[config.mk]
export PLATFORM = sky130hd
export DESIGN_NAME = nmc_queue
export DESIGN_NICKNAME = d
export VERILOG_FILES = /design/src/rtl/nmc_pkg.sv /design/src/rtl/nmc_queue.sv
export SDC_FILE = /design/constraint.sdc
export NUM_CORES = 1
export LEC_CHECK = 0
export BUFFER_PORTS_ARGS = -buffer_cell sky130_fd_sc_hd__buf_2
export CELL_PAD_IN_SITES_DETAIL_PLACEMENT = 1
export CELL_PAD_IN_SITES_GLOBAL_PLACEMENT = 2
export CORE_ASPECT_RATIO = 0.9
export CORE_MARGIN = 2
export CORE_UTILIZATION = 48
export DETAILED_ROUTE_END_ITERATION = 6
export PLACE_DENSITY = 0.94
export SLEW_MARGIN = 20
export SYNTH_ARGS = -nofsm -noshare
export SYNTH_HDL_FRONTEND = slang
export SYNTH_SLANG_ARGS = --single-unit
[constraint.sdc]
create_clock -name clk -period 5.5 [get_ports clk]
set_clock_uncertainty 0.05 [all_clocks]
set_input_delay 0.275 -clock clk [delete_from_list [all_inputs] [get_ports clk]]
set_output_delay 0.275 -clock clk [all_outputs]
set_load 0.1 [all_outputs]
[src/rtl/nmc_pkg.sv]
// ----------------------------------------------------------------------------
// nmc_pkg
// Shared types and codes for the neighbourhood mask combiner.
// ----------------------------------------------------------------------------
`timescale 1ns / 1ps
`default_nettype none

package nmc_pkg;

	// request item codes
	localparam logic FUNC_PIXEL = 1'b0;
	localparam logic FUNC_FLUSH = 1'b1;

	// configuration register indexes
	localparam logic [1:0] REG_THRESHOLD    = 2'd0;
	localparam logic [1:0] REG_FRAME_WIDTH  = 2'd1;
	localparam logic [1:0] REG_FRAME_HEIGHT = 2'd2;

	localparam int CFG_DATA_W = 16;

	localparam logic [7:0] MASK_SET   = 8'hFF;
	localparam logic [7:0] MASK_CLEAR = 8'h00;

	localparam logic [15:0] MIN_HEIGHT   = 16'd3;
	localparam logic [15:0] RESET_HEIGHT = 16'd1080;
	localparam int          RESET_WIDTH  = 2048;

	localparam int QUEUE_DEPTH = 4;

	typedef struct packed {
		logic       func;
		logic [7:0] strong_value;
		logic [7:0] weak_value;
	} nmc_item_t;

	typedef struct packed {
		logic [7:0] mask_out;
		logic       row_end;
		logic       frame_end;
	} nmc_result_t;

	// one line memory entry
	typedef struct packed {
		logic [7:0] weak_mask;
		logic [7:0] centre;
		logic [7:0] above;
	} nmc_line_t;

	// classified request handed from front to back
	typedef struct packed {
		logic       flush;
		logic       emit;
		logic       last;
		logic       at_edge;
		logic [7:0] strong_mask;
		logic [7:0] a_above;
		logic [7:0] a_centre;
		logic [7:0] a_weak;
		logic [7:0] b_above;
		logic [7:0] b_centre;
	} nmc_cmd_t;

endpackage

`default_nettype wire

[src/rtl/nmc_queue.sv]
// ----------------------------------------------------------------------------
// nmc_queue
// Short request queue between the front and the back.
// ----------------------------------------------------------------------------
`timescale 1ns / 1ps
`default_nettype none

module nmc_queue (
	input  wire logic              clk,
	input  wire logic              arst_n,
	input  wire logic              push_valid,
	output      logic              push_ready,
	input  wire nmc_pkg::nmc_cmd_t push_cmd,
	output      logic              pop_valid,
	input  wire logic              pop_ready,
	output      nmc_pkg::nmc_cmd_t pop_cmd
);

	import nmc_pkg::*;

	localparam int PW = $clog2(QUEUE_DEPTH);

	nmc_cmd_t       slot_q [QUEUE_DEPTH];
	logic [PW-1:0]  wr_ptr_q;
	logic [PW-1:0]  rd_ptr_q;
	logic [PW:0]    count_q;

	logic do_push;
	logic do_pop;

	assign push_ready = (count_q != (PW+1)'(QUEUE_DEPTH));
	assign pop_valid  = (count_q != '0);
	assign do_push    = push_valid && push_ready;
	assign do_pop     = pop_valid && pop_ready;
	assign pop_cmd    = slot_q[rd_ptr_q];

	always_ff @(posedge clk or negedge arst_n) begin
		if (!arst_n) begin
			wr_ptr_q <= '0;
			rd_ptr_q <= '0;
			count_q  <= '0;
		end else begin
			if (do_push) begin
				wr_ptr_q <= wr_ptr_q + PW'(1);
			end
			if (do_pop) begin
				rd_ptr_q <= rd_ptr_q + PW'(1);
			end
			if (do_push && !do_pop) begin
				count_q <= count_q + (PW+1)'(1);
			end else if (do_pop && !do_push) begin
				count_q <= count_q - (PW+1)'(1);
			end
		end
	end

	always_ff @(posedge clk) begin
		if (do_push) begin
			slot_q[wr_ptr_q] <= push_cmd;
		end
	end

endmodule

`default_nettype wire

# After elaboration in Yosys (flattened, before gate mapping)
# Memory sizes are Yosys's and may differ from the RTL's.
# Index checks and enable logic that the tools add are counted.
dict set report word_totals {
  latch_bits 0
  mem_count 1
  rom_bits 0
  word_cells 21
  register_bits 7
  inputBits 56
  output_inout_bits 54
  ramBits 208
}
# name words width read_ports rd_clocked_by_memory_dff wr line_no
set memory_table {}
lappend memory_table {slot_q 4 52 1 0 1 nmc_queue.sv:23} ;# nmc_cmd_t slot_q [QUEUE_DEPTH];
dict set report classes {
  order_cmp 0
  muxes 4
  div_mod_pow 0
  add_sub_neg 4
  reduce_logical 8
  bitwise 0
  multipliers 0
  n_eq_ne 1
  shift 0
}
# operator count
set ops {}
lappend ops {{$mux 3} 2}
lappend ops {{$add 2x1->2 const B} 2}
lappend ops {{$logic_and 1x1->1} 4}
lappend ops {{$add 3x1->3 const B} 1}
lappend ops {{$ne 3x3->1 const B} 1}
lappend ops {{$reduce_bool 3->1} 1}
lappend ops {{$sub 3x1->3 const B} 1}
lappend ops {{$logic_not 1->1} 2}
lappend ops {{$mux 1} 2}
lappend ops {{$reduce_bool 2->1} 1}

# Longest topological paths before layout
# Gate-level depths: netlist of run 1.
dict set report logic_depth {
  depth_word 6
  depth_mapped 8
  ltp_nobuf 8
}

# Worst setup path before layout of run 1
# Ideal clock, no wire load.
dict set report synth_timing {
  kind {reg2reg}
  from {reg count_q[1]}
  to {reg count_q[2]}
  slack_ns 2.919
  t_required_ns 5.371
  synth_period_minus_slack_ns 2.581
  n_path_buf 0
  setup_time_ns 0.079
  arrival_time_ns 2.451
  stages_incl_launch_ff 9
  cell_sequence {dfrtp_1 or3_1 nand2_1 ha_1 inv_1 fa_1 xor2_1 nor2_1 xor2_1}
}
dict set report synth_via {
  elab_chain_cells 5
  elab_cells_between_ends 13
  cone_classes {2 x add/sub; 1 x eq/ne; 2 x mux; 8 x reduce/logical}
}
# element line_no
set synth_rtl {}
lappend synth_rtl {{from (decl)} nmc_queue.sv:26} ;# logic [PW:0] count_q;
lappend synth_rtl {{from (signal assigned)} nmc_queue.sv:50} ;# count_q <= count_q + (PW+1)'(1);
lappend synth_rtl {{from (signal assigned)} nmc_queue.sv:52} ;# count_q <= count_q - (PW+1)'(1);
lappend synth_rtl {{$reduce_bool 3->1 (*)} nmc_queue.sv:32} ;# assign pop_valid = (count_q != '0);
lappend synth_rtl {{named net pop_valid} nmc_queue.sv:14} ;# output logic pop_valid,
lappend synth_rtl {{$logic_and 1x1->1 (*)} nmc_queue.sv:34} ;# assign do_pop = pop_valid && pop_ready;
lappend synth_rtl {{$logic_not 1->1} nmc_queue.sv:49} ;# if (do_push && !do_pop) begin
lappend synth_rtl {{$logic_and 1x1->1} nmc_queue.sv:49}
lappend synth_rtl {{$mux 3 / $reduce_bool 2->1 (equally long branches)} --}
# Mark *: on every way through the listed nets, which the timed path passes. The rest lies on a longest branch. The select of a mux whose other input is x is not followed.
# A chain may end at the register's enable or synchronous reset.

==> results of run 1 <==
through the flow:
| stage | setup slack [ns] | std cells | utilization [%] | hold slack, ns |
|---|---|---|---|---|
| floorplan | 2.92 | 307 | - | -0.0706 |
| global placement | 2.99 | 616 | 53.7 | 0.0639 |
| detailed placement | 2.93 | 616 | 53.7 | 0.0710 |
| CTS | 2.43 | 708 | 60.9 | 0.0399 |
| global route | 2.44 | 709 | 61.1 | 0.0448 |
| finish | 2.60 | 709 | 61.1 | 0.0507 |
layout by cell type, fill, tap and decap left out, drive strengths merged:
| master | count |
|---|---|
| edfxtp | 208 |
| buf | 115 |
| dlygate4sd3 | 53 |
| mux4 | 52 |
| clkbuf | 27 |
| clkinv | 12 |
| dfrtp | 7 |
| ha | 5 |
| and2 | 4 |
| xnor2 | 4 |
| inv | 3 |
| nor2 | 2 |
| nand2 | 2 |
| mux2 | 2 |
| xor2 | 2 |
| a21boi | 1 |
| or3 | 1 |
| nand3 | 1 |
| fa | 1 |
how the worst max path moves through the flow:
stage,start,endpoint,slack (ns),cells past startpoint
final,rd_ptr_q[1],pop_cmd[35],2.60,3
after CTS,rd_ptr_q[0],pop_cmd[38],2.43,2
after global placement,rd_ptr_q[0],pop_cmd[38],2.99,2
after detailed placement,count_q[0],slot_q[1][26],2.93,4
after global routing,rd_ptr_q[1],pop_cmd[32],2.44,3
after floorplan,count_q[1],count_q[2],2.92,8
kinds of logic after synthesis:
logic type               Yosys count
AO/OA/AOI/OAI                      1
XOR/XNOR                           6
adder cells (fa/ha/maj)            6
buffers and inverters             15
flip-flops                       215
multiplexers                      54
AND/OR/NAND/NOR                   10
critical path: cells and delay by family (launching register included):
family	cells	cell delay, ns
buffers and inverters	2	0.95
DFF	1	0.81
muxes	1	0.30
final cells by class:
type | count | area (um^2) | share of cell area [%]
repair buffers | 168 | 1130 | 11.5
inverters | 3 | 11.3 | 0.114
clock inverters | 12 | 50.0 | 0.506
flip-flops and latches | 215 | 6430 | 65.0
clock buffers | 27 | 591 | 5.98
multi-input cells | 77 | 1410 | 14.3
well taps | 207 | 259 | 2.62
sequential cells by signal (all words and copies together) (netlist names):
name and cells:
count_q 3, rd_ptr_q 2, slot_q 208, wr_ptr_q 2
layer usage:
metal | routed length [um] | GRT usage (%) | vias up
met3 | 697 | 4.11 | 20
met4 | 252 | 3.71 | 0
li1 | - | - | 1664
met2 | 7940 | 31.3 | 96
met1 | 6390 | 23.8 | 1935
met5 | 0 | 0 | -
==> results.py, run 1 <==
metrics = {
    "synthesis": {
        "yosysTopAreaCellShare_pct": 78.3,
        "synthesis.area_per_instance_um2": 26.0,
        "post_synth_most_frequent_cells": "sky130_fd_sc_hd__edfxtp_1, sky130_fd_sc_hd__mux4_2, sky130_fd_sc_hd__dfrtp_1",
        "dominant_combinational_cell_family_by_area_after_synthesis": "multiplexers",
        "yosys_register_bits": 215,
        "synth_simple_gate_area_share_pct": 0.643,
        "netlist-cell-type-count": 19,
        "post_synth_xor_area_fraction_pct": 0.659,
        "post_synth_mux_area_share_pct": 15.1,
        "async_flop_share_pct": 3.26,
        "syn-instance-count": 307,
        "synth_nets": 369,
        "seq_total_area_yosys_pct": 80.5,
        "ys_dominant_reg_cell": "sky130_fd_sc_hd__edfxtp_1",
        "syn_area_um2": 7980,
        "ranking_of_synthesized_cells_by_area": "sky130_fd_sc_hd__edfxtp_1, sky130_fd_sc_hd__mux4_2, sky130_fd_sc_hd__dfrtp_1",
        "library_cell_with_the_largest_summed_area_after_synthesis": "sky130_fd_sc_hd__edfxtp_1",
        "synth_edf_count": 208,
        "synthAdderAreaFrac_pct": 1.03,
        "synth_most_common_cell": "sky130_fd_sc_hd__edfxtp_1",
        "synth_warnings": 0,
        "synth_compound_area_share_pct": 0.141,
    },
    "final_layout": {
        "final_area_um2": 9880,
        "antennaDiodeCount": 0,
        "drive_gt1_share_pct": 39.6,
        "layout.filler_cells": 1370,
        "area.growth.synth_to_final_pct": 23.8,
        "nNetsFinal": 549,
    },
    "timing": {
        "slew_headroom_pct": 37.1,
        "timing.final.crit_share_pct": 52.8,
        "rsz0062_at_grt": "no",
        "finalWorstPathRequiredPeriod_ns": 2.90,
        "timing_hold_violations_final": 0,
        "finalSetupViolations": 0,
        "setup_total_negative_slack_ns": 0,
        "worstMarginPinSlew_ns": 0.943,
        "achievable-frequency_ghz": 0.344,
        "final_max_tran_viols": 0,
    },
    "global_route": {
        "overflow": 0,
        "first_global_vias": 4270,
        "grt_max_degree": 55,
        "grt_usage_pct": 18.0,
        "grt_antenna_before_repair": 0,
        "grt_first_pass_wirelength_mm": 24.2,
    },
    "setup_path": {
        "cpPeakStageDelay_ns": 0.81,
        "critPathLaunchType": "flip-flop",
        "critPathCaptureType": "output pin",
        "cp_cell_sequence": "buf_4 > mux4_2 > buf_2",
        "worst_endpoint_data_arrival_time_ns": 2.58,
        "worst-endpoint-required_ns": 5.18,
        "r2r_setup_slack_ns": 3.00,
        "rr_endpoint": "slot_q[1][26]",
        "worst-setup-path-type": "reg -> out",
        "crit_path_max_fanout": 29,
        "crit_slowest_cell": "sky130_fd_sc_hd__dfrtp_2",
        "regToRegStartpoint": "count_q[0]",
        "worstRegToRegCells": 4,
    },
    "clocking": {
        "cts_buffer_depth": 3,
        "clkSinkCount": 215,
        "clk_pin_slew_worst_paths_ns": 0.06,
        "cts.repair_timing.setup_buffer_count": 0,
        "clock_tree.htree_level_count": 1,
        "cts_hold_repair.buffers": 53,
        "cts_made_buffers": 22,
        "cts_repair_resize_count": 0,
        "insertion_delay_ns": 0.48,
        "cts_tree": "done",
        "ctsRootBufferMaster": "sky130_fd_sc_hd__clkbuf_16",
    },
    "flow_run": {
        "cap_viol_max_count": 0,
    },
    "floorplan": {
        "floorplan.initialDensity_pct": 49.3,
        "die_w_um": 140,
        "floorplan.rows": 44,
        "core_region_area_um2": 16200,
        "dieArea_um2": 17700,
        "die_height_um": 126,
        "num_io_pins": 110,
    },
    "placement": {
        "io_buffer_count": 109,
        "place.gp.congestion": 0.657,
        "place.detailed.hpwl_mm": 9.05,
        "dpl-instance-area_um2": 8690,
    },
    "routing": {
        "vias": 3715,
        "final_antenna_net_count": 0,
        "drt-total-wl_mm": 15.3,
        "viasPerCell": 5.24,
        "drt_drc_violations_left": 0,
        "pre_repair_dr_iteration_count": 4,
        "wl_per_cell_um": 21.5,
        "drt-initial-drc-count": 122,
    },
    "worst_hold_path": {
        "whs_endpoint": "rd_ptr_q[1]",
        "whs_path_depth": 3,
        "min-delay-path-class": "in -> reg",
        "holdCritStartpoint": "pop_ready",
    },
    "outcome": {
        "status": "completed",
    },
}
Power of run 1 is not shown: default switching activity piles up to over one toggle a cycle in this logic, so the estimate is an artifact.
==> run 2, diff against run 1 <==
- ABC_AREA: default -> 1
- CORE_UTILIZATION: 48 -> 36
- PLACE_DENSITY: 0.94 -> 0.87
- clock period: 5.5 -> 2.4 ns (I/O delays scaled with it)
==> run 2 against run 1 <==
Critical path depth grew 3. Worst setup slack lost 2.5 ns. First-iteration DRC count grew 100%. Via count grew 50%. Critical path type unchanged. Critical endpoint is now pop_cmd[21].
==> results.py, run 2 <==
metrics = {
    "placement": {
        "place.detailed.hpwl_mm": 11.7,
        "dpl-instance-area_um2": 10500,
        "io_buffer_count": 109,
        "place.gp.congestion": 0.672,
        "dpl_worst_slack_ns": 0.400,
    },
    "timing": {
        "finalWorstPathRequiredPeriod_ns": 2.30,
        "timing.final.crit_share_pct": 95.7,
        "slew_headroom_pct": 66.1,
        "worstMarginPinSlew_ns": 0.512,
        "final_max_tran_viols": 0,
        "finalSetupViolations": 0,
        "timing_hold_violations_final": 0,
        "final_critical_path_setup_slack_ns": 0.103,
        "final.hold.worst_slack_ns": 0.308,
        "achievable-frequency_ghz": 0.435,
    },
    "setup_path": {
        "crit_slowest_cell": "sky130_fd_sc_hd__dfrtp_2",
        "cpPeakStageDelay_ns": 0.50,
        "worst_path_dominant_cell_family": "buffers and inverters",
        "r2r_setup_slack_ns": 0.39,
        "crit_path_max_fanout": 36,
        "worst-endpoint-required_ns": 2.23,
        "critPathCaptureType": "output pin",
        "cp_cell_sequence": "bufinv_16 > buf_12 > nand2_1 > o211ai_1 > nand2_1 > buf_12",
        "critPathLaunchType": "flip-flop",
        "cp.buffers_inverters": 3,
        "worst-setup-path-type": "reg -> out",
        "worst_endpoint_data_arrival_time_ns": 2.13,
    },
    "final_layout": {
        "nNetsFinal": 904,
        "drive_gt1_share_pct": 21.3,
        "reg_top3": "slot_q x208, count_q x3",
        "commonest_cells_after_routing_fill_and_taps_aside": "sky130_fd_sc_hd__edfxtp_1, sky130_fd_sc_hd__nand2_1, sky130_fd_sc_hd__inv_1",
        "layout.filler_cells": 2350,
        "area.growth.synth_to_final_pct": 36.3,
        "max_reg_flops": 208,
        "final_common_cell": "sky130_fd_sc_hd__edfxtp_1",
        "final_area_um2": 11800,
        "top_register": "slot_q",
    },
    "routing": {
        "final_antenna_net_count": 0,
        "vias": 5559,
        "drt_drc_violations_left": 0,
        "drt-total-wl_mm": 20.3,
        "viasPerCell": 4.78,
        "wl_per_cell_um": 17.5,
        "pre_repair_dr_iteration_count": 4,
        "drt-initial-drc-count": 249,
    },
    "synthesis": {
        "yosysTopAreaCellShare_pct": 71.9,
        "syn_area_um2": 8690,
        "seq_total_area_yosys_pct": 73.9,
        "netlist-cell-type-count": 17,
        "synth_edf_count": 208,
        "post_synth_most_frequent_cells": "sky130_fd_sc_hd__edfxtp_1, sky130_fd_sc_hd__nand2_1, sky130_fd_sc_hd__inv_1",
        "async_flop_share_pct": 3.26,
        "synth_most_common_cell": "sky130_fd_sc_hd__edfxtp_1",
        "synth_warnings": 0,
        "ys_dominant_reg_cell": "sky130_fd_sc_hd__edfxtp_1",
        "synth_nets": 728,
        "ranking_of_synthesized_cells_by_area": "sky130_fd_sc_hd__edfxtp_1, sky130_fd_sc_hd__o211ai_1, sky130_fd_sc_hd__nand2_1",
        "synthesis.area_per_instance_um2": 13.0,
        "syn-instance-count": 666,
        "library_cell_with_the_largest_summed_area_after_synthesis": "sky130_fd_sc_hd__edfxtp_1",
        "yosys_register_bits": 215,
    },
    "floorplan": {
        "floorplan.rows": 53,
        "die_w_um": 168,
        "core_region_area_um2": 23500,
        "dieArea_um2": 25400,
        "floorplan.initialDensity_pct": 36.9,
        "num_io_pins": 110,
        "die_height_um": 151,
    },
    "clocking": {
        "ctsRootBufferMaster": "sky130_fd_sc_hd__clkbuf_16",
        "clock_tree.htree_level_count": 1,
        "insertion_delay_ns": 0.51,
        "cts_buffer_depth": 3,
        "clk_pin_slew_worst_paths_ns": 0.06,
        "cts_tree": "done",
        "cts_made_buffers": 24,
        "clkSinkCount": 215,
    },
    "global_route": {
        "grt_usage_pct": 15.7,
        "overflow": 0,
        "grt_first_pass_wirelength_mm": 30.6,
        "grt_max_degree": 55,
        "first_global_vias": 5909,
        "grt_antenna_before_repair": 1,
    },
    "outcome": {
        "status": "completed",
    },
    "worst_hold_path": {
        "min-delay-path-class": "in -> reg",
    },
    "flow_run": {
        "cap_viol_max_count": 0,
    },
}
run 2: layout make-up:
type | count | area [um^2] | area share, %
repair inverters | 1 | 8.76 | 0.0739
well taps | 302 | 378 | 3.19
clock inverters | 16 | 109 | 0.919
repair buffers | 183 | 2130 | 17.9
inverters | 120 | 477 | 4.02
multi-input cells | 297 | 1680 | 14.2
flip-flops and latches | 215 | 6420 | 54.2
clock buffers | 28 | 637 | 5.38
diodes | 1 | 2.50 | 0.0211
run 2: cell families after synthesis:
logic type,synth area share [%]
DFF,73.9
and+or+nand+nor,8.12
buffers and inverters,7.31
AOI/OAI and AO/OA,9.62
adders and majority gates,0.950
xor gates and xnor gates,0.101
run 2: layer usage:
metal  up-vias  GRT usage [%]  wire, um
li1       2658              -         -
met1      2743           18.0      8420
met2       118           29.8     10600
met3        40           2.95       745
met4         0           4.87       520
met5         -              0         0
run 2: timing repair:
| item | CTS | global route |
|---|---|---|
| hold buffers | 56 | 0 |
| resized for setup | 2 | 5 |
| endpoints found under the setup margin | 1 | 3 |
| setup buffers | 0 | 0 |
| endpoints found under the hold margin | 219 | 0 |
| cloned | 0 | 2 |
run 2: through the flow:
step                std cells  utilization [%]  setup TNS (ns)
floorplan                 666                -               0
global placement         1060             44.5               0
detailed placement       1060             44.5               0
CTS                      1160             50.0               0
global route             1163             50.3         -0.0136
finish                   1163             50.3               0
run 2: path summary, 6_finish.rpt:
check | end | cells past startpoint | start
setup reg to reg | count_q[2] | 11 | count_q[0]
max in group asynchronous | rd_ptr_q[1] | 3 | arst_n
hold reg to reg | count_q[0] | 1 | count_q[0]
setup / recovery | pop_cmd[21] | 6 | rd_ptr_q[0]
hold / removal | slot_q[1][29] | 2 | push_cmd[29]
min in group asynchronous | rd_ptr_q[0] | 3 | arst_n
Power of run 2 is left out for the same reason.
