==> src/rtl/nmc_pkg.sv <==
// ----------------------------------------------------------------------------
// nmc_pkg
// Shared types and codes for the neighbourhood mask combiner.
// ----------------------------------------------------------------------------
`timescale 1ns / 1ps
`default_nettype none

package nmc_pkg;

	// request item codes
	localparam logic FUNC_PIXEL = 1'b0;
	localparam logic FUNC_FLUSH = 1'b1;

	// configuration register indexes
	localparam logic [1:0] REG_THRESHOLD    = 2'd0;
	localparam logic [1:0] REG_FRAME_WIDTH  = 2'd1;
	localparam logic [1:0] REG_FRAME_HEIGHT = 2'd2;

	localparam int CFG_DATA_W = 16;

	localparam logic [7:0] MASK_SET   = 8'hFF;
	localparam logic [7:0] MASK_CLEAR = 8'h00;

	localparam logic [15:0] MIN_HEIGHT   = 16'd3;
	localparam logic [15:0] RESET_HEIGHT = 16'd1080;
	localparam int          RESET_WIDTH  = 2048;

	localparam int QUEUE_DEPTH = 4;

	typedef struct packed {
		logic       func;
		logic [7:0] strong_value;
		logic [7:0] weak_value;
	} nmc_item_t;

	typedef struct packed {
		logic [7:0] mask_out;
		logic       row_end;
		logic       frame_end;
	} nmc_result_t;

	// one line memory entry
	typedef struct packed {
		logic [7:0] weak_mask;
		logic [7:0] centre;
		logic [7:0] above;
	} nmc_line_t;

	// classified request handed from front to back
	typedef struct packed {
		logic       flush;
		logic       emit;
		logic       last;
		logic       at_edge;
		logic [7:0] strong_mask;
		logic [7:0] a_above;
		logic [7:0] a_centre;
		logic [7:0] a_weak;
		logic [7:0] b_above;
		logic [7:0] b_centre;
	} nmc_cmd_t;

endpackage

`default_nettype wire

==> src/rtl/nmc_front.sv <==
// ----------------------------------------------------------------------------
// nmc_front
// Accepts requests, tracks row and column, drives the line memory and
// hands classified requests to the queue.
// ----------------------------------------------------------------------------
`timescale 1ns / 1ps
`default_nettype none

module nmc_front #(
	parameter int MAX_WIDTH = 2048,
	localparam int CW = $clog2(MAX_WIDTH)
) (
	input  wire logic               clk,
	input  wire logic               arst_n,
	input  wire logic               item_valid,
	output      logic               item_ready,
	input  wire nmc_pkg::nmc_item_t item,
	input  wire logic [CW-1:0]      last_col,
	input  wire logic [15:0]        height,
	output      logic               rd_en,
	output      logic [CW-1:0]      rd_addr_a,
	output      logic [CW-1:0]      rd_addr_b,
	input  wire nmc_pkg::nmc_line_t rd_data_a,
	input  wire nmc_pkg::nmc_line_t rd_data_b,
	output      logic               wr_en,
	output      logic [CW-1:0]      wr_addr,
	output      nmc_pkg::nmc_line_t wr_data,
	output      logic               push_valid,
	input  wire logic               push_ready,
	output      nmc_pkg::nmc_cmd_t  push_cmd
);

	import nmc_pkg::*;

	logic [CW-1:0] col_q;
	logic [15:0]   row_q;

	logic          valid_s1;
	logic          flush_s1;
	logic          emit_s1;
	logic          last_s1;
	logic          at_edge_s1;
	logic          row_one_s1;
	logic [CW-1:0] col_s1;
	logic [7:0]    strong_s1;
	logic [7:0]    weak_s1;

	logic is_flush;
	logic frame_full;
	logic last_hit;
	logic take;

	assign is_flush   = (item.func == FUNC_FLUSH);
	assign frame_full = (row_q >= height);
	assign last_hit   = (col_q >= last_col);
	assign item_ready = !valid_s1 || push_ready;
	assign take       = item_valid && item_ready && (is_flush == frame_full);

	always_ff @(posedge clk or negedge arst_n) begin
		if (!arst_n) begin
			col_q <= '0;
			row_q <= '0;
		end else if (take) begin
			if (last_hit) begin
				col_q <= '0;
				row_q <= is_flush ? 16'd0 : row_q + 16'd1;
			end else begin
				col_q <= col_q + CW'(1);
			end
		end
	end

	always_ff @(posedge clk or negedge arst_n) begin
		if (!arst_n) begin
			valid_s1 <= 1'b0;
		end else if (item_ready) begin
			valid_s1 <= take;
		end
	end

	always_ff @(posedge clk) begin
		if (take) begin
			flush_s1   <= is_flush;
			emit_s1    <= (row_q != 16'd0) && (col_q != '0);
			last_s1    <= last_hit;
			at_edge_s1 <= is_flush ? (col_q == '0) : (col_q == CW'(1));
			row_one_s1 <= (row_q == 16'd1);
			col_s1     <= col_q;
			strong_s1  <= item.strong_value;
			weak_s1    <= item.weak_value;
		end
	end

	// line memory reads at acceptance, write-back as the request leaves
	assign rd_en     = take;
	assign rd_addr_a = col_q;
	assign rd_addr_b = last_hit ? last_col - CW'(1) : col_q + CW'(1);

	assign wr_en             = valid_s1 && push_ready && !flush_s1;
	assign wr_addr           = col_s1;
	assign wr_data.weak_mask = weak_s1;
	assign wr_data.centre    = strong_s1;
	assign wr_data.above     = rd_data_a.centre;

	assign push_valid = valid_s1;

	always_comb begin
		push_cmd             = '0;
		push_cmd.flush       = flush_s1;
		push_cmd.emit        = emit_s1;
		push_cmd.last        = last_s1;
		push_cmd.at_edge     = at_edge_s1;
		push_cmd.strong_mask = strong_s1;
		push_cmd.a_above     = row_one_s1 ? strong_s1 : rd_data_a.above;
		push_cmd.a_centre    = rd_data_a.centre;
		push_cmd.a_weak      = rd_data_a.weak_mask;
		push_cmd.b_above     = rd_data_b.above;
		push_cmd.b_centre    = rd_data_b.centre;
	end

endmodule

`default_nettype wire

==> config.mk <==
export PLATFORM = sky130hd
export DESIGN_NAME = nmc_front
export DESIGN_NICKNAME = d
export VERILOG_FILES = /design/src/rtl/nmc_pkg.sv /design/src/rtl/nmc_front.sv
export SDC_FILE = /design/constraint.sdc
export NUM_CORES = 1
export LEC_CHECK = 0
export BUFFER_PORTS_ARGS = -buffer_cell sky130_fd_sc_hd__buf_4
export CAP_MARGIN = 20
export CORE_ASPECT_RATIO = 0.7
export CORE_MARGIN = 3
export CORE_UTILIZATION = 40
export CTS_BUF_LIST = sky130_fd_sc_hd__clkbuf_4
export CTS_CLUSTER_DIAMETER = 200
export DETAILED_ROUTE_END_ITERATION = 16
export PLACE_DENSITY = 0.71
export RECOVER_POWER = 100
export SYNTH_ARGS = -nofsm -noshare
export SYNTH_HDL_FRONTEND = slang
export SYNTH_SLANG_ARGS = --single-unit
==> constraint.sdc <==
create_clock -name clk -period 3.5 [get_ports clk]
set_input_delay 0.35 -clock clk [delete_from_list [all_inputs] [get_ports clk]]
set_output_delay 0.35 -clock clk [all_outputs]
set_load 0.01 [all_outputs]
# Word level (Yosys, flattened, before mapping)
# Index checks and enable logic that the tools add are counted.
[classes]
addsub = 3
n_mul = 0
n_div = 0
order_cmp = 2
n_eq_ne = 3
n_shift = 0
mux = 5
bitwise = 0
reduce_logical = 12
[ops]
columns = ["operator", "count"]
rows = [
  ["11-bit 2-to-1 mux", 2],
  ["16-bit by 1-bit adder with 16-bit output, second input constant", 1],
  ["16-bit by 1-bit == test with 1-bit output, second input constant", 1],
  ["16-bit >= comparator", 1],
  ["16-bit 2-to-1 mux", 1],
  ["16-bit nonzero test", 1],
  ["11-bit by 1-bit adder with 11-bit output, second input constant", 1],
  ["11-bit by 1-bit == test with 1-bit output, second input constant", 1],
  ["11-bit >= comparator", 1],
  ["11-bit logical NOT", 1],
  ["11-bit nonzero test", 1],
  ["11-bit by 1-bit subtractor with 11-bit output, second input constant", 1],
  ["8-bit 2-to-1 mux", 1],
  ["1-bit logical AND", 5],
  ["1-bit logical NOT", 2],
  ["2-bit AND reduction", 1],
  ["1-bit == test", 1],
  ["1-bit logical OR", 1],
  ["1-bit 2-to-1 mux", 1],
]
[totals]
register_bits = 60
latchBits = 0
ram_bits = 0
mem_bits_ro = 0
inputBits = 96
out_inout_bits = 113
mem_count = 0

# Logic depth before layout (Yosys ltp)
# Gate-level depths: netlist (run 1).
[logic_depth]
depth_word = 5
mapped_depth = 11

# Least setup slack after synthesis (run 1)
# No wires, ideal clock.
[synth_path]
path_kind = "register to register"
from = "register row_q[0]"
to = "register at_edge_s1 (enable)"
t_arrival_ps = 2755
path_slack_ps = 341
path_stages_with_launch = 9
path_buffers = 0
period_less_slack_ps = 3159
path_cell_list = "dfrtp_1 inv_1 ha_1 nand2b_4 a2111oi_4 o311ai_1 a211oi_2 xnor2_1 nor2_2"
[synth_between]
elab_chain_cells = 3
[synth_lines]
columns = ["element", "line", "source"]
rows = [
  ["start: declaration", "nmc_front.sv:36", "logic [15:0] row_q;"],
  ["start signal: assignment", "nmc_front.sv:66", "row_q <= is_flush ? 16'd0 : row_q + 16'd1;"],
  ["16-bit >= comparator", "nmc_front.sv:54", "assign frame_full = (row_q >= height);"],
  ["1-bit == test", "nmc_front.sv:57", "assign take = item_valid && item_ready && (is_flush == frame_full);"],
  ["1-bit logical AND", "nmc_front.sv:57", ""],
  ["named net rd_en", "nmc_front.sv:20", "output logic rd_en,"],
  ["end signal: assignment", "nmc_front.sv:86", "at_edge_s1 <= is_flush ? (col_q == '0) : (col_q == CW'(1));"],
  ["end: declaration", "nmc_front.sv:42", "logic at_edge_s1;"],
]
# The timed path passes the listed nets, and every way through them passes these cells.
# A chain may end at the register's enable or synchronous reset.

# Final worst setup path (run 1)
[layout_path]
from = "register row_q[0]"
to = "output port rd_en"
[layout_between]
elab_chain_cells = 3
[layout_lines]
columns = ["element", "line"]
rows = [
  ["16-bit >= comparator", "nmc_front.sv:54"],
  ["1-bit == test", "nmc_front.sv:57"],
  ["1-bit logical AND", "nmc_front.sv:57"],
  ["end: declaration", "nmc_front.sv:20"],
]
# Every way passes these cells.

==> summary by stage, run 1 <==
Timing
Setup violations remaining at the end of the flow were counted as 0. At the pin with the least slew margin, the transition time is between 1.5 and 2 ns. The highest clock rate is between 300 and 400 MHz.

The final-report max-slew violation count was 29. After routing, the total negative slack on setup checks comes to 0 ns. Setup repair after global routing left no endpoint under its margin. Clock skew on the completed layout was measured at 0.00947 ns. The shortest period the worst path allows is around 3.3 ns.

The final worst-path cycle share is 94.5%. The headroom to the max-slew limit is -6.80%. Once routing completed, OpenROAD measured the worst setup slack at roughly 0.19 ns. The hold violation total from the final report is 0.

Cells and area
The number of antenna diodes in the final layout is 0. Compared with the post-synthesis result, the final layout area differs by 13.2%. Counting the fill cells in the layout gives roughly 1000. The fraction of layout cells with a size suffix above 1 is 17.9%. The area of all sequential standard cells is roughly 1700 um^2. The area occupied by multi-input gates is 1980 um^2. The top cell types in the final layout, fill and taps aside, are 77 x sky130_fd_sc_hd__clkbuf_1, 45 x sky130_fd_sc_hd__buf_4, 38 x sky130_fd_sc_hd__a21oi_1.

Leaving out fill and tap cells, the most frequent cell in the layout is sky130_fd_sc_hd__clkbuf_1. The final layout contains 651 nets.

Power
The total power draw is approximately 2200 uW. The static leakage power is 0.00211 uW. The worst voltage drop across the vdd grid is 303 uV. The power per standard cell area is 460 nW/um^2.

Worst setup path
In this run the critical register-to-register path is captured at row_q[7]. The required time at the endpoint of the critical path is 3.15 ns. The delay contributed by the slowest stage of the critical path is 0.44 ns.

The worst reg2reg path depth is 10. The type of element capturing the critical path is a primary output. Walking the worst path, the cells encountered are inv_1, ha_1, nand2b_4, a2111oi_4, o311ai_1, a211oi_2, xnor2_1, nor2_4, clkbuf_1. The cell with the largest stage delay on the worst path is sky130_fd_sc_hd__dfrtp_1. STA classifies the critical path startpoint as a flop. The start of the worst register-to-register path is row_q[0]. The critical path class is flop to primary output. For the worst setup path, the data arrival time is 2.96 ns. The setup slack of the most critical reg-to-reg path is 0.25 ns.

The maximum fanout along the worst path is 9.

Yosys
The synthesized netlist devotes 3.87% of its cell area to XOR and XNOR gates. The synthesized netlist devotes 15.8% of its cell area to compound gates. The post-synthesis share of cell area spent on full adders, half adders and majority gates is 9.96%. The post-synth net total is 565. The count of unique library cells instantiated by Yosys is between 50 and 60. In the synthesized netlist the dominant register cell turns out to be sky130_fd_sc_hd__edfxtp_1. Yosys printed 0 warnings. In the synthesized netlist the async set-or-reset flop fraction comes to 46.7%.

The count of flip-flops with a built-in enable after synthesis is 32. Summing the sequential cell areas from Yosys gives 38.9% of the chip area. The basic-gate share of the synthesized area counting and, or, nand and nor cells is between 10 and 15%. Measured against the total synthesized area, the mux share comes to 3.08%. Synthesis handed over a netlist of between 400 and 500 instances.

The synthesized design contains 60 register bits. By area, the combinational part of the netlist is dominated by compound AO/OA/AOI/OAI gates. The synthesized area per cell is 9.81 um^2. The post-synthesis instance area is 4270 um^2.

Clock network
Clock tree synthesis found a total of 60 sinks. The TritonCTS clock tree is built. The number of buffers inserted to repair setup after CTS is 0. The cell at the root of the clock tree is sky130_fd_sc_hd__clkbuf_4. TritonCTS created 9 clock buffers.

The H-tree was split into 3 levels. Clock latency on the worst-skew pair, taken at its later pin, is about 0.4 ns. The clock transition at the registers of the reported paths is roughly 0.10 ns. No sink is reached through more buffers than the 2 on the longest clock path.

Global routing
In the global route stage, met2 resource usage came out at around 29%. The global-route congestion overflow total is 0. The via count of the first global-routing pass came to 3304.

The total track usage is 18.5%. The global-route wire length before repair is 17.3 mm. The number of antenna violations at the first check in global routing is 0. For this run, global-route usage on met1 was measured as 24.3%.

After global routing, the most crowded layer is met2. The maximum number of pins on one net before global-route repair is 29. The met3 layer usage reported by global route is approximately 6%.

Floorplanning
The die is 92.4 um tall. The die outline width is between 100 and 150 um. The floorplan step defined a core boundary enclosing 10000 um^2. During I/O placement, the number of pins put on the boundary was about 210. Once the floorplan was initialized, standard cells occupied 42.6% of the core. The row count is 30.

The die covers 12000 um^2.

Route
The final layout contains routed wiring with a total length of 11.4 mm. The detailed router's first-iteration violation count is 257. The average wire length per cell after detail routing is 17.5 um. Dividing the detail-routed via count by the number of cells gives 5.47. Once detail routing completed, the nets flagged for antenna violations numbered 0. The number of detailed-routing iterations run before antenna repair is 5. In the routed design, unresolved DRC markers number 0. The vias after detailed routing is 3575.

Placed design
The minimum setup slack after placement is 0.513 ns. The half-perimeter wire length after placement is 8.83 mm. The congestion estimate from routability-driven global placement came to ~0.85.

The number of buffers inserted by port buffering is between 100 and 150.

Run
The tool flagged a number of max-cap violations equal to 1.

Outcome
The flow ran to the end, but the final reports show violations. The checks that failed: capacitance limit, slew limit.

Min path
Along the worst hold path, the cell count comes to 1. The worst hold path class is input port to flop. The worst hold endpoint is weak_s1[7]. The worst hold path begins at item[7].
repair_timing:
item,CTS,global route
endpoints found under the setup margin,0,8
hold buffers,1,0
endpoints found under the hold margin,28,0
gates resized for setup,0,2
worst max-delay path by stage:
stage                              end  cells past startpoint    startpoint
final                            rd_en                      9      row_q[0]
after global routing             rd_en                      9      row_q[0]
after CTS                 rd_addr_b[3]                     10  rd_addr_a[9]
after detailed placement     row_q[11]                     10      row_q[0]
after global placement    rd_addr_b[2]                     12  last_col[10]
after floorplan             at_edge_s1                      8      row_q[0]
registers in the layout (all words and copies together) (netlist names):
signal      count
push_valid      1
last_s1         1
row_one_s1      1
weak_s1         8
row_q          16
wr_addr        11
emit_s1         1
rd_addr_a      11
at_edge_s1      1
flush_s1        1
strong_s1       8
logic make-up (layout without fill, tap and decap cells):
| group | after synthesis | in the layout |
|---|---|---|
| AOI/OAI and AO/OA | 96 | 96 |
| DFF | 60 | 60 |
| buffers and inverters | 104 | 195 |
| muxes | 12 | 12 |
| xor gates and xnor gates | 18 | 18 |
| and+or+nand+nor | 111 | 111 |
| adders and majority gates | 34 | 34 |
area by class of cell:
class	instances	share of cell area [%]
clock inverter	5	0.440
tap	128	3.32
multi-input combinational	271	41.0
clock buffer	11	1.71
inverter	37	2.87
timing repair buffer	142	16.3
sequential	60	34.4
metal layers:
metal / up-vias / routed length [um]
li1: 1693 / -
met1: 1683 / 4990
met2: 183 / 5160
met3: 16 / 1120
met4: 0 / 141
met5: - / 0
power by group:
group          internal, uW  total [uW]  switching, uW
combinational           369         898            528
clock                   153         394            242
sequential              841         930           88.6
Yosys cell counts (4+ instances only):
cell type	count	area share, %
sky130_fd_sc_hd__clkbuf_1	5	0.44
sky130_fd_sc_hd__o21ai_0	8	0.94
sky130_fd_sc_hd__xnor2_1	12	2.5
sky130_fd_sc_hd__inv_1	37	3.3
sky130_fd_sc_hd__buf_4	54	9.5
sky130_fd_sc_hd__nand2_1	18	1.6
sky130_fd_sc_hd__mux2_2	9	2.4
sky130_fd_sc_hd__nand2b_1	6	0.88
sky130_fd_sc_hd__a21oi_1	39	4.6
sky130_fd_sc_hd__buf_2	5	0.59
sky130_fd_sc_hd__nand4_1	8	1.2
sky130_fd_sc_hd__dfrtp_1	28	16
sky130_fd_sc_hd__xor2_1	5	1.0
sky130_fd_sc_hd__nor2_1	25	2.2
sky130_fd_sc_hd__and2_1	4	0.59
sky130_fd_sc_hd__a31oi_1	5	0.73
sky130_fd_sc_hd__nor3_1	9	1.1
sky130_fd_sc_hd__a21o_1	4	0.70
sky130_fd_sc_hd__a211o_1	4	0.82
sky130_fd_sc_hd__nor4_1	5	0.73
sky130_fd_sc_hd__a311oi_1	7	1.4
sky130_fd_sc_hd__edfxtp_1	32	23
sky130_fd_sc_hd__nand3_1	10	1.2
sky130_fd_sc_hd__a32o_1	4	0.94
sky130_fd_sc_hd__and3_1	10	1.5
sky130_fd_sc_hd__ha_1	34	10
through the flow:
step	hold WS, ns	area [um^2]	utilization (%)	instances
finish	0.142	4830	48.2	654
global placement	0.303	5030	50.2	637
detailed placement	0.299	5030	50.2	637
floorplan	0.0544	4270	-	435
global route	0.101	4830	48.2	654
CTS	0.0819	5140	51.3	654
critical path, delay by kind of cell, from the launching register on:
family,cells,cell delay [ns]
AND/OR/NAND/NOR,2,0.44
flip-flops,1,0.44
buffers and inverters,2,0.37
XOR/XNOR,1,0.18
adder cells (fa/ha/maj),1,0.25
AO/OA/AOI/OAI,3,0.89
(Power assumes the default switching activity.)
==> inputs of run 2 (changes only) <==
clock period = 3.3 ns   (was 3.5 ns; I/O delays follow)
==> run 2 against run 1 <==
  * The flow still finishes with violations (capacitance limit, slew limit)
  * Flip-flop and latch count did not move
  * Sequential power increased by 9%
  * Cell count is 0.15% lower
  * First-iteration DRC count is 7.4% lower
  * Clock skew rose by 0.0072 ns
  * Worst setup slack better by 0.0046 ns
  * Largest power group unchanged
==> summary by stage, run 2 (synthesized netlist as in run 1, its figures left out) <==
Outcome
The run finished, with violations left. The checks that failed: capacitance limit, slew limit.

Floorplanning
The area of the die is 12000 um^2. In this run the core area contains 30 standard-cell rows. The die outline width is 129 um. For this configuration, the core starts out at a cell density of 42.6%. The height of the die is 92.4 um. The count of boundary I/O pins is between 200 and 250. The area of the placeable core is 10000 um^2.

Clock network
The number of buffers created by CTS is 9. The clock reaches the later pin of the worst-skew pair after 0.41 ns. TritonCTS built the clock tree.

After clock tree synthesis, the clock-pin slew on the worst setup and hold paths is ~0.10 ns. The H-tree was split into 3 levels. The clock net in this run drives a total of 60 sinks. The clock tree buffer depth is 2. The tree is rooted in a sky130_fd_sc_hd__clkbuf_4.

Timing
The worst setup skew after layout is around 0.017 ns. The hold violation total from the final report came to 0. The final worst-path cycle share is 94.0%. The shortest period the worst path allows is 3.10 ns. The highest clock rate is 322 MHz. The final-report max-slew violation count came to 29. The worst hold slack is between 0.1 and 0.15 ns.

Setup violations remaining at the end of the flow were counted as 0. At the pin with the least slew margin, the transition time is roughly 1.7 ns. Setup repair after global routing left no endpoint under its margin. The aggregate negative setup slack is 0 ns. In this run the tightest slew margin relative to its limit is -13.0%. The worst path meets setup with 0.196 ns of slack.

Power
For this design the ratio of total power to cell area is approximately 490 nW/um^2. Across the VDD grid, the largest voltage drop is ~400 uV. The static leakage power is 0.00212 uW.

Cells and area
The area of all sequential standard cells is around 1700 um^2. Relative to the synthesized area, the layout overhead comes to 13.9%. The antenna diode instance count is 0. The net count of the finished layout is between 600 and 700. The most common library cell in the layout ignoring fill and taps is sky130_fd_sc_hd__clkbuf_1. The top cell types in the final layout, fill and taps aside, are 73 x sky130_fd_sc_hd__clkbuf_1, 47 x sky130_fd_sc_hd__buf_4, 38 x sky130_fd_sc_hd__a21oi_1. The post-route netlist has 18.9% of its cells at a drive strength greater than 1. The flip-flop count of the largest register, all copies and words added is 16. The top register by number of flip-flops is row_q.

The area occupied by multi-input gates is 2000 um^2. The fill cell instance count of the final layout is approximately 1000. The final instance area is 4860 um^2. Cells fill 48.5% of the core in the end.

Route
The final route contains 3502 vias. For this run, design rule violations remaining after detail routing come to 0. The total wire length after detailed routing is 11.4 mm. The average wire length per cell after detail routing is 17.4 um.

The number of vias per cell after detailed routing is approximately 5.4. The number of detailed-routing iterations run before antenna repair is 4. The detailed router's first-iteration violation count is between 200 and 250. The detail route stage leaves a number of antenna-violating nets equal to 0.

Min path
The worst hold path begins at item_valid. For hold timing, the worst endpoint is push_valid. The worst hold path cell count is 3. The worst hold path class is input port to flop.

Placed design
The congestion estimate from routability-driven global placement came to 0.883. The post-place instance area is 5000 um^2. The minimum setup slack after placement is 0.334 ns. The number of buffers inserted by port buffering is between 100 and 150. The half-perimeter wire length after placement is 8.68 mm.

Worst setup path
STA puts the critical path data required time at 2.97 ns. The setup slack of the most critical reg-to-reg path is 0.26 ns. The maximum fanout along the worst path is 5.

In this run the critical register-to-register path is captured at rd_addr_a[5]. The critical path launch point type is a flop. Counting cells, the worst reg-to-reg path comes to 10.

The worst setup path is of the flop to primary output kind. STA classifies the critical path endpoint as a primary output. In this run the critical register-to-register path is launched from row_q[0]. STA puts the critical path data arrival time at 2.77 ns.

Global routing
The first global-routing pass estimated 17.5 mm of wire. The maximum number of pins on one net before global-route repair is 29. The number of antenna violations at the first check in global routing is 0. The via count of the first global-routing pass is between 3000 and 4000.

The global-route congestion overflow total is 0. For this run, the total global-route usage over all layers was measured as 18.5%.

Run
The number of max-capacitance violations reported is 1.
-- run 2: metrics by stage --
stage,cells,power [uW]
final,653,2370
after global placement,633,2030
after detailed placement,633,2050
after global routing,653,2540
after floorplan,435,1640
after CTS,650,2480
-- run 2: cell type report --
type                    instances  share of cell area [%]
clock buffers                  11                    1.70
clock inverters                 5                   0.412
inverters                      37                    2.86
multi-input cells             271                    41.2
flip-flops and latches         60                    34.2
well taps                     128                    3.29
repair buffers                141                    16.3
-- run 2: layer usage --
metal	vias up	share of wire [%]	track usage (%)
met2	181	46	29.8
met3	16	9.6	6.97
met5	-	0	0
met4	0	1.2	4.24
met1	1607	43	23.7
li1	1698	-	-
-- run 2: worst max path at each step --
| stage | to | start |
|---|---|---|
| 2_1_floorplan | at_edge_s1 | row_q[0] |
| 6_report | rd_en | row_q[0] |
| 4_1_cts | rd_addr_b[2] | rd_addr_a[9] |
| 5_1_grt | rd_addr_b[1] | rd_addr_a[10] |
| 3_5_place_dp | row_q[11] | row_q[0] |
| 3_3_place_gp | row_q[11] | row_q[0] |
-- run 2: critical path, cell delays in order, from the launching register on --
cell and delay [ns]:
sky130_fd_sc_hd__dfrtp_1 0.43, sky130_fd_sc_hd__inv_1 0.11, sky130_fd_sc_hd__ha_1 0.28, sky130_fd_sc_hd__nand2b_4 0.15, sky130_fd_sc_hd__a2111oi_4 0.32, sky130_fd_sc_hd__o311ai_1 0.18, sky130_fd_sc_hd__a211oi_2 0.32, sky130_fd_sc_hd__xnor2_1 0.17
sky130_fd_sc_hd__nor2_4 0.23, sky130_fd_sc_hd__clkbuf_2 0.18
-- run 2: timing repair --
| action | 4_1_cts | 5_1_grt |
|---|---|---|
| endpoints found under the hold margin | 28 | 0 |
| buffers inserted | 0 | 3 |
| endpoints found under the setup margin | 0 | 12 |
| hold buffers | 1 | 0 |
| resized for setup | 0 | 5 |
-- run 2: where the power goes --
group / leakage [uW] / internal (uW) / total, uW / switching (uW)
Combinational: 0.00138 / 401 / 941 / 540
Clock: 0.0000608 / 161 / 418 / 257
Sequential: 0.000672 / 892 / 1010 / 116
